File: src/hw/rtl/iptc_pkg.sv
// Shared types, constants and lookup functions for the infix-to-postfix converter.
// Depends on nothing; every other file of the block but iptc_if imports it.
package iptc_pkg;

	// Operator stack geometry (the top entry lives in a register, the rest in an array)
	localparam int STACK_DEPTH = 16;
	localparam int CNT_W       = $clog2(STACK_DEPTH + 1);
	localparam int SA_DEPTH    = STACK_DEPTH - 1;
	localparam int SA_W        = (SA_DEPTH > 1) ? $clog2(SA_DEPTH) : 1;

	// Characters of interest
	localparam logic [7:0] CH_PLUS  = 8'h2B;
	localparam logic [7:0] CH_MINUS = 8'h2D;
	localparam logic [7:0] CH_STAR  = 8'h2A;
	localparam logic [7:0] CH_SLASH = 8'h2F;
	localparam logic [7:0] CH_CARET = 8'h5E;
	localparam logic [7:0] CH_LPAR  = 8'h28;
	localparam logic [7:0] CH_RPAR  = 8'h29;
	localparam logic [7:0] CH_HASH  = 8'h23;
	localparam logic [7:0] CH_ERR   = 8'h45;
	localparam logic [7:0] CH_NL    = 8'h0A;
	localparam logic [7:0] CH_LA    = 8'h61;
	localparam logic [7:0] CH_LZ    = 8'h7A;
	localparam logic [7:0] CH_UA    = 8'h41;
	localparam logic [7:0] CH_UZ    = 8'h5A;

	// Operator codes as held on the stack
	localparam logic [2:0] OP_ADD = 3'd0;
	localparam logic [2:0] OP_SUB = 3'd1;
	localparam logic [2:0] OP_MUL = 3'd2;
	localparam logic [2:0] OP_DIV = 3'd3;
	localparam logic [2:0] OP_POW = 3'd4;
	localparam logic [2:0] OP_LPAR = 3'd5;

	// Precedence classes
	localparam logic [2:0] CLS_ADD  = 3'd0;
	localparam logic [2:0] CLS_MUL  = 3'd1;
	localparam logic [2:0] CLS_POW  = 3'd2;
	localparam logic [2:0] CLS_LPAR = 3'd3;
	localparam logic [2:0] CLS_RPAR = 3'd4;
	localparam logic [2:0] CLS_END  = 3'd5;

	// Stack actions
	localparam logic [1:0] ACT_POP   = 2'd0;
	localparam logic [1:0] ACT_PUSH  = 2'd1;
	localparam logic [1:0] ACT_MATCH = 2'd2;
	localparam logic [1:0] ACT_ERR   = 2'd3;

	// Token kinds from the classifier
	localparam logic [1:0] KIND_LETTER = 2'd0;
	localparam logic [1:0] KIND_BAD    = 2'd1;
	localparam logic [1:0] KIND_OP     = 2'd2;

	typedef struct packed {
		logic [1:0] kind;
		logic [2:0] cls;
		logic [2:0] code;
		logic [7:0] ch;
	} iptc_tok_t;

	// Class of a stacked operator code
	function automatic logic [2:0] code_class(logic [2:0] code);
		logic [2:0] c;
		c = CLS_LPAR;
		unique case (code)
			OP_ADD, OP_SUB: c = CLS_ADD;
			OP_MUL, OP_DIV: c = CLS_MUL;
			OP_POW:         c = CLS_POW;
			default:        c = CLS_LPAR;
		endcase
		return c;
	endfunction

	// Character emitted for a popped operator code
	function automatic logic [7:0] code_char(logic [2:0] code);
		logic [7:0] c;
		c = CH_ERR;
		unique case (code)
			OP_ADD:  c = CH_PLUS;
			OP_SUB:  c = CH_MINUS;
			OP_MUL:  c = CH_STAR;
			OP_DIV:  c = CH_SLASH;
			OP_POW:  c = CH_CARET;
			OP_LPAR: c = CH_LPAR;
			default: c = CH_ERR;
		endcase
		return c;
	endfunction

	// Precedence table: incoming class against top-of-stack class
	function automatic logic [1:0] prec_act(logic [2:0] cls, logic [2:0] top);
		logic [1:0] a;
		a = ACT_ERR;
		unique case (cls)
			CLS_ADD: begin
				if (top == CLS_LPAR || top == CLS_END) a = ACT_PUSH;
				else if (top == CLS_RPAR) a = ACT_ERR;
				else a = ACT_POP;
			end
			CLS_MUL: begin
				if (top == CLS_MUL || top == CLS_POW) a = ACT_POP;
				else if (top == CLS_RPAR) a = ACT_ERR;
				else a = ACT_PUSH;
			end
			CLS_POW, CLS_LPAR: begin
				if (top == CLS_RPAR) a = ACT_ERR;
				else a = ACT_PUSH;
			end
			CLS_RPAR: begin
				if (top == CLS_LPAR) a = ACT_MATCH;
				else if (top == CLS_RPAR || top == CLS_END) a = ACT_ERR;
				else a = ACT_POP;
			end
			CLS_END: begin
				if (top == CLS_END) a = ACT_MATCH;
				else if (top == CLS_LPAR || top == CLS_RPAR) a = ACT_ERR;
				else a = ACT_POP;
			end
			default: a = ACT_ERR;
		endcase
		return a;
	endfunction

endpackage

File: src/hw/rtl/iptc_if.sv
// Valid/ready channel interfaces for the infix-to-postfix converter.
// Standalone; no package needed.
interface iptc_in_if;
	logic       valid;
	logic       ready;
	logic [7:0] in_char;

	modport source (output valid, output in_char, input ready);
	modport sink   (input valid, input in_char, output ready);
endinterface

interface iptc_out_if;
	logic       valid;
	logic       ready;
	logic [7:0] out_char;
	logic       is_error;
	logic       expr_end;
	logic       last;

	modport source (output valid, output out_char, output is_error, output expr_end,
		output last, input ready);
	modport sink   (input valid, input out_char, input is_error, input expr_end,
		input last, output ready);
endinterface

File: src/hw/rtl/iptc_front.sv
// Front end: accepts input words and classifies each character into a token.
// Depends on iptc_pkg and iptc_in_if.
module iptc_front (
	input  logic                clk,
	input  logic                arst_n,
	iptc_in_if.sink             infix,
	output iptc_pkg::iptc_tok_t tok,
	output logic                tok_valid,
	input  logic                tok_ready
);
	import iptc_pkg::*;

	iptc_tok_t tok_d;
	iptc_tok_t tok_s1;
	logic      valid_s1;

	// Classify the incoming character
	always_comb begin
		tok_d.kind = KIND_OP;
		tok_d.cls  = CLS_END;
		tok_d.code = OP_ADD;
		tok_d.ch   = infix.in_char;
		priority if ((infix.in_char >= CH_LA && infix.in_char <= CH_LZ) ||
			(infix.in_char >= CH_UA && infix.in_char <= CH_UZ)) begin
			tok_d.kind = KIND_LETTER;
		end else begin
			unique case (infix.in_char)
				CH_PLUS:  begin tok_d.cls = CLS_ADD;  tok_d.code = OP_ADD;  end
				CH_MINUS: begin tok_d.cls = CLS_ADD;  tok_d.code = OP_SUB;  end
				CH_STAR:  begin tok_d.cls = CLS_MUL;  tok_d.code = OP_MUL;  end
				CH_SLASH: begin tok_d.cls = CLS_MUL;  tok_d.code = OP_DIV;  end
				CH_CARET: begin tok_d.cls = CLS_POW;  tok_d.code = OP_POW;  end
				CH_LPAR:  begin tok_d.cls = CLS_LPAR; tok_d.code = OP_LPAR; end
				CH_RPAR:  tok_d.cls = CLS_RPAR;
				CH_HASH:  tok_d.cls = CLS_END;
				default:  tok_d.kind = KIND_BAD;
			endcase
		end
	end

	assign infix.ready = !valid_s1 || tok_ready;
	assign tok         = tok_s1;
	assign tok_valid   = valid_s1;

	// Hold the classified token until the queue takes it
	always_ff @(posedge clk or negedge arst_n) begin
		if (!arst_n) begin
			valid_s1 <= 1'b0;
		end else if (infix.ready) begin
			valid_s1 <= infix.valid;
		end
	end

	always_ff @(posedge clk) begin
		if (infix.ready && infix.valid) begin
			tok_s1 <= tok_d;
		end
	end

endmodule

File: src/hw/rtl/iptc_queue.sv
// Two-entry token queue between the classifier and the stack engine.
// Depends on iptc_pkg.
module iptc_queue (
	input  logic                clk,
	input  logic                arst_n,
	input  iptc_pkg::iptc_tok_t wr_tok,
	input  logic                wr_valid,
	output logic                wr_ready,
	output iptc_pkg::iptc_tok_t rd_tok,
	output logic                rd_valid,
	input  logic                rd_ready
);
	import iptc_pkg::*;

	iptc_tok_t  mem_q [2];
	logic       wr_ptr_q;
	logic       rd_ptr_q;
	logic [1:0] fill_q;
	logic       do_wr;
	logic       do_rd;

	assign wr_ready = (fill_q != 2'd2);
	assign rd_valid = (fill_q != 2'd0);
	assign rd_tok   = mem_q[rd_ptr_q];
	assign do_wr    = wr_valid && wr_ready;
	assign do_rd    = rd_valid && rd_ready;

	// Advance pointers and fill level
	always_ff @(posedge clk or negedge arst_n) begin
		if (!arst_n) begin
			wr_ptr_q <= 1'b0;
			rd_ptr_q <= 1'b0;
			fill_q   <= 2'd0;
		end else begin
			if (do_wr) wr_ptr_q <= !wr_ptr_q;
			if (do_rd) rd_ptr_q <= !rd_ptr_q;
			if (do_wr && !do_rd) fill_q <= fill_q + 2'd1;
			else if (do_rd && !do_wr) fill_q <= fill_q - 2'd1;
		end
	end

	// Store tokens
	always_ff @(posedge clk) begin
		if (do_wr) begin
			mem_q[wr_ptr_q] <= wr_tok;
		end
	end

endmodule

File: src/hw/rtl/iptc_back.sv
// Back end: operator stack engine, one stack step per cycle while the output is not stalled, with output register.
// Depends on iptc_pkg and iptc_out_if.
module iptc_back (
	input  logic                clk,
	input  logic                arst_n,
	input  iptc_pkg::iptc_tok_t tok,
	input  logic                tok_valid,
	output logic                tok_ready,
	iptc_out_if.source          postfix
);
	import iptc_pkg::*;

	logic [CNT_W-1:0] cnt_q;
	logic [2:0]       top_q;
	logic [2:0]       stk_q [SA_DEPTH];

	logic             out_valid_q;
	logic [7:0]       out_char_q;
	logic             out_err_q;
	logic             out_end_q;
	logic             out_last_q;

	logic             slot_free;
	logic             step;
	logic [CNT_W-1:0] cnt_m1;
	logic [CNT_W-1:0] cnt_m2;
	logic [2:0]       below;
	logic [2:0]       top_cls;
	logic [2:0]       next_cls;
	logic [1:0]       act;
	logic [1:0]       nact;
	logic             next_emits;
	logic             full;

	logic             emit;
	logic [7:0]       e_char;
	logic             e_err;
	logic             e_end;
	logic             e_last;
	logic             done;
	logic             do_push;
	logic             do_pop;
	logic             do_clear;

	assign slot_free = !out_valid_q || postfix.ready;
	assign step      = tok_valid && slot_free;
	assign cnt_m1    = cnt_q - CNT_W'(1);
	assign cnt_m2    = cnt_q - CNT_W'(2);
	assign below     = stk_q[cnt_m2[SA_W-1:0]];
	assign full      = (cnt_q == CNT_W'(STACK_DEPTH));

	// Look up the action for the current top and for the entry below it
	assign top_cls    = (cnt_q == '0) ? CLS_END : code_class(top_q);
	assign next_cls   = (cnt_q >= CNT_W'(2)) ? code_class(below) : CLS_END;
	assign act        = prec_act(tok.cls, top_cls);
	assign nact       = prec_act(tok.cls, next_cls);
	assign next_emits = (nact == ACT_POP) || (nact == ACT_ERR) ||
		((nact == ACT_MATCH) && (tok.cls == CLS_END));

	// Decide this step: what to emit and how the stack moves
	always_comb begin
		emit     = 1'b0;
		e_char   = CH_ERR;
		e_err    = 1'b0;
		e_end    = 1'b0;
		e_last   = 1'b1;
		done     = 1'b1;
		do_push  = 1'b0;
		do_pop   = 1'b0;
		do_clear = 1'b0;
		unique case (tok.kind)
			KIND_LETTER: begin
				emit   = 1'b1;
				e_char = tok.ch;
			end
			KIND_BAD: begin
				emit  = 1'b1;
				e_err = 1'b1;
			end
			KIND_OP: begin
				unique case (act)
					ACT_PUSH: begin
						if (full) begin
							emit  = 1'b1;
							e_err = 1'b1;
						end else begin
							do_push = 1'b1;
						end
					end
					ACT_POP: begin
						emit   = 1'b1;
						e_char = code_char(top_q);
						e_last = !next_emits;
						done   = 1'b0;
						do_pop = 1'b1;
					end
					ACT_MATCH: begin
						if (tok.cls == CLS_END) begin
							emit     = 1'b1;
							e_char   = CH_NL;
							e_end    = 1'b1;
							do_clear = 1'b1;
						end else begin
							do_pop = 1'b1;
						end
					end
					default: begin
						emit  = 1'b1;
						e_err = 1'b1;
					end
				endcase
			end
			default: ;
		endcase
	end

	assign tok_ready = step && done;

	// Advance the stack depth and top-of-stack register
	always_ff @(posedge clk or negedge arst_n) begin
		if (!arst_n) begin
			cnt_q <= '0;
		end else if (step) begin
			if (do_push) cnt_q <= cnt_q + CNT_W'(1);
			else if (do_pop) cnt_q <= cnt_m1;
			else if (do_clear) cnt_q <= '0;
		end
	end

	always_ff @(posedge clk) begin
		if (step && do_push) begin
			top_q <= tok.code;
		end else if (step && do_pop) begin
			top_q <= below;
		end
	end

	// Spill the old top into the array on a push
	always_ff @(posedge clk) begin
		if (step && do_push && cnt_q != '0) begin
			stk_q[cnt_m1[SA_W-1:0]] <= top_q;
		end
	end

	// Hold the result word until the sink takes it
	always_ff @(posedge clk or negedge arst_n) begin
		if (!arst_n) begin
			out_valid_q <= 1'b0;
		end else if (slot_free) begin
			out_valid_q <= step && emit;
		end
	end

	always_ff @(posedge clk) begin
		if (step && emit) begin
			out_char_q <= e_char;
			out_err_q  <= e_err;
			out_end_q  <= e_end;
			out_last_q <= e_last;
		end
	end

	assign postfix.valid    = out_valid_q;
	assign postfix.out_char = out_char_q;
	assign postfix.is_error = out_err_q;
	assign postfix.expr_end = out_end_q;
	assign postfix.last     = out_last_q;

endmodule

File: src/hw/rtl/infix_to_postfix_converter.sv
// Infix-to-postfix converter: classifier, token queue and operator stack engine.
// Path: classifier register, token queue entry, then the output register.
// Throughput: one stack step per cycle while a token waits and the output is not stalled;
// a character's earlier steps each pop an operator, its final step emits, pushes or cancels.
// Reset: arst_n clears the stack depth, the queue and all valid flags.
module infix_to_postfix_converter (
	input  logic       clk,
	input  logic       arst_n,
	iptc_in_if.sink    infix,
	iptc_out_if.source postfix
);
	import iptc_pkg::*;

	iptc_tok_t front_tok;
	logic      front_valid;
	logic      front_ready;
	iptc_tok_t back_tok;
	logic      back_valid;
	logic      back_ready;

	// Classify incoming characters
	iptc_front u_front (
		.clk       (clk),
		.arst_n    (arst_n),
		.infix     (infix),
		.tok       (front_tok),
		.tok_valid (front_valid),
		.tok_ready (front_ready)
	);

	// Decouple classifier from stack engine
	iptc_queue u_queue (
		.clk      (clk),
		.arst_n   (arst_n),
		.wr_tok   (front_tok),
		.wr_valid (front_valid),
		.wr_ready (front_ready),
		.rd_tok   (back_tok),
		.rd_valid (back_valid),
		.rd_ready (back_ready)
	);

	// Run the operator stack and emit postfix words
	iptc_back u_back (
		.clk       (clk),
		.arst_n    (arst_n),
		.tok       (back_tok),
		.tok_valid (back_valid),
		.tok_ready (back_ready),
		.postfix   (postfix)
	);

endmodule
File: src/flat_wrapper.sv
// flat-port wrapper written by rule: the top's interface ports become plain ports
module infix_to_postfix_converter_flat import iptc_pkg::*;
  (clk, arst_n, infix_valid, infix_in_char, infix_ready, postfix_valid, postfix_out_char, postfix_is_error, postfix_expr_end, postfix_last, postfix_ready);
  iptc_in_if infix_i ();
  iptc_out_if postfix_i ();
  input  logic clk;
  input  logic arst_n;
  input wire logic [$bits(infix_i.valid)-1:0] infix_valid;
  input wire logic [$bits(infix_i.in_char)-1:0] infix_in_char;
  output wire logic [$bits(infix_i.ready)-1:0] infix_ready;
  output wire logic [$bits(postfix_i.valid)-1:0] postfix_valid;
  output wire logic [$bits(postfix_i.out_char)-1:0] postfix_out_char;
  output wire logic [$bits(postfix_i.is_error)-1:0] postfix_is_error;
  output wire logic [$bits(postfix_i.expr_end)-1:0] postfix_expr_end;
  output wire logic [$bits(postfix_i.last)-1:0] postfix_last;
  input wire logic [$bits(postfix_i.ready)-1:0] postfix_ready;
  assign infix_i.valid = infix_valid;
  assign infix_i.in_char = infix_in_char;
  assign infix_ready = infix_i.ready;
  assign postfix_valid = postfix_i.valid;
  assign postfix_out_char = postfix_i.out_char;
  assign postfix_is_error = postfix_i.is_error;
  assign postfix_expr_end = postfix_i.expr_end;
  assign postfix_last = postfix_i.last;
  assign postfix_i.ready = postfix_ready;
  infix_to_postfix_converter u_core (.clk(clk), .arst_n(arst_n), .infix(infix_i), .postfix(postfix_i));
endmodule
File: config.mk
export PLATFORM = sky130hd
export DESIGN_NAME = infix_to_postfix_converter_flat
export DESIGN_NICKNAME = d
export VERILOG_FILES = /design/src/hw/rtl/iptc_pkg.sv /design/src/hw/rtl/iptc_if.sv /design/src/hw/rtl/iptc_front.sv /design/src/hw/rtl/iptc_queue.sv /design/src/hw/rtl/iptc_back.sv /design/src/hw/rtl/infix_to_postfix_converter.sv /design/src/flat_wrapper.sv
export SDC_FILE = /design/constraint.sdc
export NUM_CORES = 1
export LEC_CHECK = 0
export ABC_AREA = 1
export ABC_CLOCK_PERIOD_IN_PS = 3400
export BUFFER_PORTS_ARGS = -buffer_cell sky130_fd_sc_hd__buf_4
export CORE_MARGIN = 2
export CORE_UTILIZATION = 35
export DETAILED_ROUTE_END_ITERATION = 10
export GPL_TIMING_DRIVEN = 0
export PLACE_DENSITY = 0.47
export SLEW_MARGIN = 5
export SYNTH_ARGS = -nofsm -noshare
export SYNTH_HDL_FRONTEND = slang
export SYNTH_SLANG_ARGS = --single-unit
File: constraint.sdc
create_clock -name clk -period 3.4 [get_ports clk]
set_clock_uncertainty 0.2 [all_clocks]
set_input_delay 0.68 -clock clk [delete_from_list [all_inputs] [get_ports clk]]
set_output_delay 0.68 -clock clk [all_outputs]
set_load 0.1 [all_outputs]
==> results of run 1 <==
cell type report:
| type | instances | area share (%) |
|---|---|---|
| inverter | 83 | 4.575 |
| buffer | 10 | 1.152 |
| clock buffer | 18 | 5.989 |
| sequential | 118 | 48.72 |
| multi-input combinational | 341 | 28.48 |
| tap | 216 | 3.772 |
| timing repair inverter | 1 | 0.1048 |
| timing repair buffer | 40 | 4.330 |
| clock inverter | 14 | 2.881 |
report_power, final:
part           leakage, nW  switching [mW]  internal (mW)  total, mW
registers             1.11           0.165           2.08       2.25
logic                 1.50            2.55           1.02       3.57
clock network        0.299           0.623           1.29       1.91
total                 2.91            3.33           4.40       7.73
worst min-delay path by stage:
stage | to
finish | u_core.u_queue.mem_q[1][11]$_DFFE_PP_
detailed placement | u_core.u_queue.mem_q[0][14]$_DFFE_PP_
CTS | u_core.u_front.tok[6]$_DFFE_PP_
global route | u_core.u_front.tok[6]$_DFFE_PP_
global placement | u_core.u_queue.mem_q[0][14]$_DFFE_PP_
floorplan | u_core.u_back.cnt_q[0]$_DFFE_PN0P_
metal layers:
layer	vias up	GRT usage [%]	wire length, µm
li1	1968	-	-
met1	1859	16.82	5322
met2	54	28.96	6919
met3	19	3.037	346
met4	0	6.401	218
met5	-	0	0
cells by family after synthesis:
| family | Yosys count |
|---|---|
| AO/OA/AOI/OAI | 67 |
| flip-flops | 118 |
| buffers and inverters | 94 |
| multiplexers | 1 |
| adder cells (fa/ha/maj) | 20 |
| XOR/XNOR | 7 |
| AND/OR/NAND/NOR | 246 |
through the flow:
step	area [µm²]	instances	hold slack (ns)	TNS [ns]
2_1_floorplan	5746	553	0.1844	0
5_1_grt	7166	841	0.2395	0
3_3_place_gp	6196	793	0.2229	-19.45
3_5_place_dp	6216	794	0.2308	-22.49
6_report	7166	841	0.2448	0
4_1_cts	7023	833	0.2413	0
cell usage in the layout (no fill, tap or decap), types with 4 or more instances in the layout:
cell type   instances
nor2_2              5
nor2_4             15
xor2_1              5
nand2_4             8
inv_2               5
o21ai_2             9
edfxtp_1          107
dfrtp_1             9
nor3_1              5
nand2_1            92
a21oi_1            17
clkbuf_16          17
bufinv_16           5
clkinvlp_4          5
o21ai_1             5
nand2_2            14
a31oi_1             6
nand3_1            35
buf_4              39
nor2_1             52
inv_1              74
nand4_1             5
buf_6               5
or2_2               4
o21ai_0            19
ha_1               17
sequential cells by signal, summed over array words and instances (netlist names):
name	cells
u_core.u_back.stk_q	45
u_core.u_queue.mem_q	32
u_core.u_front.tok	16
u_core.u_back.postfix.out_char	8
u_core.u_back.cnt_q	5
u_core.u_back.top_q	3
u_core.u_queue.fill_q	2
u_core.u_back.postfix.expr_end	1
u_core.u_back.postfix.is_error	1
u_core.u_back.postfix.last	1
u_core.u_back.postfix.valid	1
u_core.u_front.tok_valid	1
u_core.u_queue.rd_ptr_q	1
u_core.u_queue.wr_ptr_q	1
timing repair:
item	in CTS	in global routing
setup endpoints to repair	69	69
gates cloned	1	0
resized for setup	35	25
pin swaps	1	4
hold buffers	1	0
setup buffers	5	9
hold endpoints to repair	11	0
==> reports/metrics.yaml, run 1 <==
critical_path:
  r2r_cells: 14
  endpoint: "u_core.u_back.postfix.out_char[0]$_DFFE_PP_"
  crit_path_end_kind: "register"
  ff2ff_setup_slack_ns: 0.21
  crit_path_max_incr_delay_ns: 0.54
  slowest_stage: "edfxtp_1"
  path_buf_inv: 3
  critical_path.max_fanout: 8
  crit_cells: 14
  startpoint_type: "register"
  cp_cell_sequence: "nor2_1, nor2_1, inv_1, nand2_2, o21ai_0, nand3_1, nor3_4, ha_2, nand2_1, nor2_4, inv_1, nand4_1, nand3_4, clkinvlp_4"
  critPathRequiredTime_ns: 3.31
  worst_r2r_endpoint: "u_core.u_back.postfix.out_char[0]$_DFFE_PP_"
  worst_ep_arrival_time_ns: 3.10
  critPathTopFamily: "simple AND/OR/NAND/NOR gates"
  reg2reg_from: "u_core.u_back.top_q[0]$_DFFE_PP_"
  crit_start: "u_core.u_back.top_q[0]$_DFFE_PP_"
  path_class: "register to register"
placement:
  io_buffers: 24
  dp_slack_ns: -0.6547
  hpwl_um: 8949
  gp_congestion: 0.8043
synth:
  synth_area_mm2: 0.005746
  yosys.area.top_type_share_pct: 55.92
  synth_cell_types: 41
  synth_compound_area_share_pct: 7.404
  synth-simple-area-share_pct: 19.16
  synth_top_family_by_area: "simple AND/OR/NAND/NOR gates"
  synth.area.top_cells: "edfxtp_1 56%, nand2_1 6.4%, inv_1 5.0%"
  synthTopCellsByCount: "107 x edfxtp_1, 98 x nand2_1, 76 x inv_1"
  yosysWarnings: 0
  synth.most_common_cell: "edfxtp_1"
  yosys-mux-area-fraction_pct: 0.1742
  synth_xor_area_share_pct: 1.067
  mappedNetlistNets: 585
  ys.flop_type: "edfxtp_1"
  synth_fa_ha_area_share_pct: 4.355
  ys_ff_latch: 118
  syn-instance-count: 553
  synth-async-reset-ratio_pct: 9.322
  yosysSeqAreaShare_pct: 60.71
  synth-edff-count: 107
  yosys.area.top_type: "edfxtp_1"
  avgSynthCellArea_um2: 10.39
floorplanning:
  fp-row-count: 46
  die_w_um: 132.1
  ioPinCount: 25
  core_mm2: 0.01594
  die_h_um: 132.1
  start_util_pct: 36.04
  dieArea_mm2: 0.01746
clocking:
  cts_buffers: 17
  cts.sinks: 118
  cts_tree: "yes"
  cts.clk_slew.worst_paths_ns: 0.05
  insertion_delay_ns: 0.41
  cts-root-buf: "clkbuf_16"
  cts_max_level: 4
  clk_path_buf_depth: 2
routing:
  drt_iter0_markers: 155
  antenna_left: 0
  remaining_drc_errors: 0
  avgRoutedWirePerCell_um: 15.23
  vias: 3900
  wl_um: 12810
  vias_per_cell: 4.637
  firstDrtPassIters: 4
sta:
  rsz0062_at_grt: "no"
  relSlewSlack_pct: 44.84
  fin_crit_ns: 3.194
  setup_viol: 0
  fmax_mhz: 313.1
  tightest_slew_ns: 0.8265
  drv_slew: 0
  hold_viol: 0
  post-route-worst-setup-slack_ns: 0.2061
  timing.final.crit_share_pct: 93.94
layout:
  seqCellArea_mm2: 0.003491
  area_growth_pct: 24.72
  finish.net_count: 644
  final_util_pct: 44.95
  num-fill-cells: 1517
  multi_input_area_mm2: 0.002041
  diodes: 0
  drive_gt1_share_pct: 24.80
grt:
  antenna_found_initial: 0
  gr-usage-all-layers_pct: 15.40
  grt_max_degree: 22
  grt_pass1_wl_um: 20620
  first_global_vias: 4009
  grt_overflow: 0
worst_hold_path:
  hp-start: "u_core.u_front.tok[11]$_SDFFCE_PP1P_"
  hold_path_class: "register to register"
  hold_path_depth: 0
power:
  ir_worst_vdd_mv: 0.4209
  totalPowerFinal_mw: 7.734
  powerDensity_mw_per_mm2: 1079
  p_leak_nw: 2.914
run:
  drv_cap: 0
status:
  status: "finished, final reports clean"
Note: power is estimated with default switching activity, not from simulation.
==> inputs of run 2 (changes only) <==
--- a/config.mk
+++ b/config.mk
@@ -10,6 +10,7 @@
 export BUFFER_PORTS_ARGS = -buffer_cell sky130_fd_sc_hd__buf_4
 export CORE_MARGIN = 2
 export CORE_UTILIZATION = 35
+export CTS_BUF_LIST = sky130_fd_sc_hd__clkbuf_16
 export DETAILED_ROUTE_END_ITERATION = 10
 export GPL_TIMING_DRIVEN = 0
 export PLACE_DENSITY = 0.47
==> constraint.sdc (replaced) <==
create_clock -name clk -period 3.4 [get_ports clk]
set_clock_uncertainty 0.2 [all_clocks]
set_input_delay 0.17 -clock clk [delete_from_list [all_inputs] [get_ports clk]]
set_output_delay 0.17 -clock clk [all_outputs]
set_load 0.1 [all_outputs]
==> run 2 against run 1 <==
Compared with the run above:
- via count increased by 0.97%
- sequential share of layout area fell by 0.74 points
- sequential cell count did not move
- die area did not move
- sequential power about the same
- critical path depth unchanged
- first-iteration DRC count up 7.7%
- non-clock buffer count up 11
- cell count grew 1.3%
- setup slack improved by 0.0053 ns
- critical endpoint unchanged
==> reports/metrics.yaml, run 2 (same netlist as run 1, synthesis figures left out) <==
power:
  ir_worst_vdd_mv: 0.4231  # +0.50%
  powerDensity_mw_per_mm2: 1065  # -1.4%
  totalPowerFinal_mw: 7.747  # +0.16%
  p_leak_nw: 2.964  # +1.7%
run:
  drv_cap: 0  # unchanged
grt:
  grt_overflow: 0  # unchanged
  gr-usage-all-layers_pct: 15.56  # +0.16 points
  grt_max_degree: 22  # unchanged
  first_global_vias: 4056  # +1.2%
  antenna_found_initial: 0  # unchanged
  grt_pass1_wl_um: 20830  # +1.0%
critical_path:
  worst_r2r_endpoint: "u_core.u_back.postfix.out_char[0]$_DFFE_PP_"
  ff2ff_setup_slack_ns: 0.21  # about the same
  crit_path_end_kind: "register"
  crit_start: "u_core.u_back.top_q[0]$_DFFE_PP_"
  path_class: "register to register"
  endpoint: "u_core.u_back.postfix.out_char[0]$_DFFE_PP_"
  crit_path_max_incr_delay_ns: 0.54  # about the same
  r2r_cells: 14  # unchanged
  reg2reg_from: "u_core.u_back.top_q[0]$_DFFE_PP_"
  critPathRequiredTime_ns: 3.31  # about the same
  startpoint_type: "register"
  cp_cell_sequence: "nor2_1, nor2_1, inv_1, nand2_2, o21ai_0, nand3_1, nor3_4, ha_2, nand2_1, nor2_4, inv_1, nand4_1, nand3_4, clkinvlp_4"
  worst_ep_arrival_time_ns: 3.10  # about the same
  slowest_stage: "edfxtp_1"
  critical_path.max_fanout: 8  # unchanged
routing:
  antenna_left: 0  # unchanged
  avgRoutedWirePerCell_um: 15.17  # -0.36%
  vias_per_cell: 4.622  # -0.33%
  wl_um: 12930  # +0.94%
  vias: 3938  # +0.97%
  firstDrtPassIters: 4  # unchanged
  remaining_drc_errors: 0  # unchanged
  drt_iter0_markers: 167  # +7.7%
floorplanning:
  die_w_um: 132.1  # unchanged
  fp-row-count: 46  # unchanged
  core_mm2: 0.01594  # unchanged
  die_h_um: 132.1  # unchanged
  start_util_pct: 36.04  # unchanged
  ioPinCount: 25  # unchanged
  dieArea_mm2: 0.01746  # unchanged
layout:
  area_growth_pct: 26.63
  largest_reg_flops: 45  # unchanged
  layout_common_cells: "107 x edfxtp_1, 92 x nand2_1, 75 x inv_1"
  num-fill-cells: 1504  # -0.86%
  finalNonFillerCells: 852  # +1.3%
  drive_gt1_share_pct: 24.37  # -0.43 points
  seqCellArea_mm2: 0.003491  # unchanged
  multi_input_area_mm2: 0.002041  # unchanged
  finish.net_count: 655  # +1.7%
  layout_commonest_cell: "edfxtp_1"
  diodes: 0  # unchanged
placement:
  hpwl_um: 8949  # unchanged
  gp_congestion: 0.8043  # unchanged
  dp_slack_ns: -0.6547  # unchanged
  io_buffers: 24  # unchanged
  dp.cells: 794  # unchanged
clocking:
  cts-root-buf: "clkbuf_16"
  cts_tree: "yes"
  clk_path_buf_depth: 2  # unchanged
  cts_max_level: 4  # unchanged
  cts.clk_slew.worst_paths_ns: 0.05  # about the same
  cts_buffers: 17  # unchanged
  insertion_delay_ns: 0.41  # about the same
  cts.sinks: 118  # unchanged
worst_hold_path:
  hold_path_class: "register to register"
  hp-start: "u_core.u_front.tok[11]$_SDFFCE_PP1P_"
sta:
  post-route-worst-setup-slack_ns: 0.2113  # +0.005282 ns
  setup_viol: 0  # unchanged
  drv_slew: 0  # unchanged
  tns_ns: 0  # unchanged
  timing.final.crit_share_pct: 93.78  # -0.16 points
  relSlewSlack_pct: 44.89  # +0.047 points
  tightest_slew_ns: 0.8257  # -0.0007078 ns
  fmax_mhz: 313.6  # +0.17%
  hold_viol: 0  # unchanged
  fin_crit_ns: 3.189  # -0.005282 ns
  rsz0062_at_grt: "no"
  holdWs_ns: 0.2449  # +0.00007400 ns
status:
  status: "finished, final reports clean"
-- run 2: critical path, delay by kind of cell, from the launching register on --
family / cells / cell delay, ns
and+or+nand+nor: 9 / 1.35
AOI/OAI and AO/OA: 1 / 0.15
adders and majority gates: 1 / 0.27
DFF: 1 / 0.54
buffers and inverters: 3 / 0.39
-- run 2: report_power, final --
group | total, mW | switching, mW | internal, mW
sequential | 2.25 | 0.165 | 2.08
combinational | 3.58 | 2.55 | 1.03
clock | 1.92 | 0.627 | 1.29
total | 7.75 | 3.34 | 4.40
-- run 2: timing repair --
action | CTS | global route
cloned | 1 | 0
hold endpoints to repair | 24 | 0
buffers inserted | 5 | 9
resized for setup | 35 | 25
setup endpoints to repair | 69 | 69
hold buffers | 12 | 0
pin swaps | 1 | 4
-- run 2: worst min path at each step --
| stage | slack, ns | to | depth (start not counted) |
|---|---|---|---|
| floorplan | -0.33 | u_core.u_back.cnt_q[0]$_DFFE_PN0P_ | 0 |
| global placement | -0.18 | u_core.u_front.tok_valid$_DFFE_PN0N_ | 1 |
| detailed placement | -0.18 | u_core.u_front.tok_valid$_DFFE_PN0N_ | 1 |
| CTS | 0.25 | u_core.u_queue.mem_q[1][11]$_DFFE_PP_ | 0 |
| global route | 0.26 | u_core.u_queue.mem_q[1][10]$_DFFE_PP_ | 0 |
| finish | 0.24 | u_core.u_queue.mem_q[1][11]$_DFFE_PP_ | 0 |
-- run 2: layout make-up --
type / count / area share (%)
Multi-Input combinational cell: 341 / 28.05
Tap cell: 216 / 3.715
Buffer: 10 / 1.135
Clock inverter: 15 / 2.889
Timing Repair inverter: 1 / 0.1032
Inverter: 83 / 4.506
Sequential cell: 118 / 47.98
Timing Repair Buffer: 51 / 5.778
Clock buffer: 17 / 5.847
-- run 2: through the flow --
stage          cell area (µm²)  util [%]
2_1_floorplan             5746         -
3_3_place_gp              6196     38.86
3_5_place_dp              6216     38.99
4_1_cts                   7133     44.74
5_1_grt                   7276     45.64
6_report                  7276     45.64
-- run 2: metal layers --
| metal | GRT usage [%] | vias to the layer above | part of all wire, % |
|---|---|---|---|
| met1 | 16.97 | 1882 | 42 |
| met5 | 0 | - | 0 |
| met4 | 6.582 | 0 | 1.9 |
| met3 | 3.037 | 23 | 2.2 |
| met2 | 29.25 | 45 | 54 |
| li1 | - | 1988 | - |
==> inputs of run 3 (changes only) <==
--- a/config.mk
+++ b/config.mk
@@ -8,12 +8,14 @@
 export ABC_AREA = 1
 export ABC_CLOCK_PERIOD_IN_PS = 3400
 export BUFFER_PORTS_ARGS = -buffer_cell sky130_fd_sc_hd__buf_4
+export CELL_PAD_IN_SITES_DETAIL_PLACEMENT = 0
+export CELL_PAD_IN_SITES_GLOBAL_PLACEMENT = 1
 export CORE_MARGIN = 2
 export CORE_UTILIZATION = 35
 export CTS_BUF_LIST = sky130_fd_sc_hd__clkbuf_16
 export DETAILED_ROUTE_END_ITERATION = 10
 export GPL_TIMING_DRIVEN = 0
-export PLACE_DENSITY = 0.47
+export PLACE_DENSITY = 0.57
 export SLEW_MARGIN = 5
 export SYNTH_ARGS = -nofsm -noshare
 export SYNTH_HDL_FRONTEND = slang
==> run 3 against run 2 <==
Compared with the run above:
- non-clock buffer count rose by 4
- register-to-register slack got worse by 0.05 ns
- largest cell class unchanged
- global-route usage rose by 0.095 points
- worst hold slack barely moved
- die area did not move
- combinational power rose by 4%
- sequential cell count did not move
==> reports/metrics.yaml, run 3 (same netlist as run 1, synthesis figures left out) <==
status:
  status: "finished, final reports clean"
power:
  p_leak_nw: 2.936  # -0.96%
  ir_worst_vdd_mv: 0.5253  # +24%
  powerDensity_mw_per_mm2: 1056  # -0.79%
  totalPowerFinal_mw: 7.696  # -0.65%
floorplanning:
  fp-row-count: 46  # unchanged
  ioPinCount: 25  # unchanged
  start_util_pct: 36.04  # unchanged
  die_h_um: 132.1  # unchanged
  core_mm2: 0.01594  # unchanged
  die_w_um: 132.1  # unchanged
  dieArea_mm2: 0.01746  # unchanged
sta:
  fmax_mhz: 308.5  # -1.6%
  drv_slew: 0  # unchanged
  hold_viol: 0  # unchanged
  relSlewSlack_pct: 43.29  # -1.6 points
  setup_viol: 0  # unchanged
  tightest_slew_ns: 0.8497  # +0.02399 ns
  post-route-worst-setup-slack_ns: 0.1588  # -0.05255 ns
  fin_crit_ns: 3.241  # +0.05255 ns
  holdWs_ns: 0.2453  # +0.0004010 ns
  timing.final.crit_share_pct: 95.33  # +1.5 points
run:
  drv_cap: 0  # unchanged
critical_path:
  critical_path.max_fanout: 12  # +4
  crit_cells: 19  # +5
  path_class: "register to register"
  ff2ff_setup_slack_ns: 0.16  # -0.05 ns
  reg2reg_from: "u_core.u_back.cnt_q[0]$_DFFE_PN0P_"
  crit_path_max_incr_delay_ns: 0.40  # -0.14 ns
  critPathTopFamily: "simple AND/OR/NAND/NOR gates"
  r2r_cells: 19  # +5
  cp_cell_sequence: "buf_8, inv_6, buf_6, ha_2, nand3_4, nand2_1, o21ai_0, nand3_1, nor3_4, inv_2, ha_1, nand2_1, inv_1, nand2_4, nor2_4, nand2_2, inv_6, nand2_4, nor2_4"
  worst_ep_arrival_time_ns: 3.21  # +0.11 ns
  critPathRequiredTime_ns: 3.37  # +0.06 ns
  path_buf_inv: 6  # +3
  slowest_stage: "dfrtp_2"
  crit_path_end_kind: "register"
  worst_r2r_endpoint: "u_core.u_back.stk_q[10][1]$_DFFE_PP_"
  startpoint_type: "register"
routing:
  firstDrtPassIters: 4  # unchanged
  remaining_drc_errors: 0  # unchanged
  vias: 3952  # +0.36%
  antenna_left: 0  # unchanged
  avgRoutedWirePerCell_um: 15.43  # +1.7%
  drt_iter0_markers: 256  # +53%
  vias_per_cell: 4.622  # about the same
  wl_um: 13200  # +2.1%
clocking:
  cts_tree: "yes"
  cts-root-buf: "clkbuf_16"
  clk_path_buf_depth: 2  # unchanged
  cts.clk_slew.worst_paths_ns: 0.06  # about the same
  cts.sinks: 118  # unchanged
  cts_max_level: 4  # unchanged
  insertion_delay_ns: 0.42  # about the same
  cts_buffers: 17  # unchanged
worst_hold_path:
  hp-start: "u_core.u_front.tok[9]$_SDFFCE_PP0P_"
  hold_path_class: "register to register"
  hold-path-endpoint: "u_core.u_queue.mem_q[0][9]$_DFFE_PP_"
  hold_path_depth: 0  # unchanged
layout:
  drive_gt1_share_pct: 25.04  # +0.67 points
  final_util_pct: 45.70  # +0.063 points
  layout_common_cells: "107 x edfxtp_1, 91 x nand2_1, 75 x inv_1"
  diodes: 0  # unchanged
  area_growth_pct: 26.81
  num-fill-cells: 1509  # +0.33%
  layout_commonest_cell: "edfxtp_1"
  finish.net_count: 658  # +0.46%
  seqCellArea_mm2: 0.003491  # unchanged
  largest_reg_flops: 45  # unchanged
  multi_input_area_mm2: 0.002079  # +1.9%
  finalNonFillerCells: 855  # +0.35%
placement:
  dp_slack_ns: -0.7950  # -0.1403 ns
  hpwl_um: 9225  # +3.1%
  gp_congestion: 0.7611  # -5.4%
  dp.cells: 794  # unchanged
  io_buffers: 24  # unchanged
grt:
  antenna_found_initial: 0  # unchanged
  grt_pass1_wl_um: 20600  # -1.1%
  gr-usage-all-layers_pct: 15.65  # +0.095 points
  grt_overflow: 0  # unchanged
  grt_max_degree: 22  # unchanged
  first_global_vias: 3828  # -5.6%
[run 3: cell type report]
cell class                 instances  share of cell area (%)
sequential                       118                   47.91
multi-input combinational        341                   28.54
timing repair buffer              54                   6.251
clock buffer                      17                   5.839
inverter                          83                   4.499
tap                              216                   3.709
clock inverter                    15                   1.923
buffer                            11                   1.322
[run 3: what timing repair did]
item	4_1_cts	5_1_grt
buffers inserted	3	14
hold buffers	12	0
gates resized for setup	37	30
pin swaps	1	6
endpoints found under the setup margin	72	66
hold endpoints to repair	25	0
[run 3: worst max-delay path by stage]
stage,startpoint,to,slack [ns]
6_report,u_core.u_back.cnt_q[0]$_DFFE_PN0P_,u_core.u_back.stk_q[10][1]$_DFFE_PP_,0.16
5_1_grt,u_core.u_back.cnt_q[0]$_DFFE_PN0P_,u_core.u_back.cnt_q[2]$_DFFE_PN0P_,-0.009
4_1_cts,u_core.u_back.cnt_q[0]$_DFFE_PN0P_,u_core.u_back.postfix.out_char[7]$_DFFE_PP_,0.002
3_5_place_dp,u_core.u_back.cnt_q[0]$_DFFE_PN0P_,u_core.u_back.postfix.expr_end$_DFFE_PP_,-0.80
3_3_place_gp,u_core.u_back.cnt_q[0]$_DFFE_PN0P_,u_core.u_back.postfix.last$_SDFFCE_PN1P_,-0.76
2_1_floorplan,u_core.u_back.cnt_q[0]$_DFFE_PN0P_,u_core.u_back.postfix.expr_end$_DFFE_PP_,0.31
[run 3: per-stage QoR]
| stage | setup TNS [ns] | cell area, µm² |
|---|---|---|
| after floorplan | 0 | 5746 |
| after global placement | -27.79 | 6196 |
| after detailed placement | -27.70 | 6216 |
| after CTS | 0 | 7064 |
| after global routing | -0.04079 | 7286 |
| final | 0 | 7286 |
[run 3: metal layers]
metal / vias to the layer above / routed length, µm / global-route usage (%)
li1: 1995 / - / -
met1: 1868 / 6745 / 21.90
met2: 74 / 5825 / 23.61
met3: 15 / 431 / 4.037
met4: 0 / 192 / 5.495
met5: - / 0 / 0
[run 3: power by group]
part	switching [mW]	total (mW)	internal, mW
Combinational	2.59	3.72	1.12
Clock	0.648	1.71	1.06
Sequential	0.186	2.27	2.08
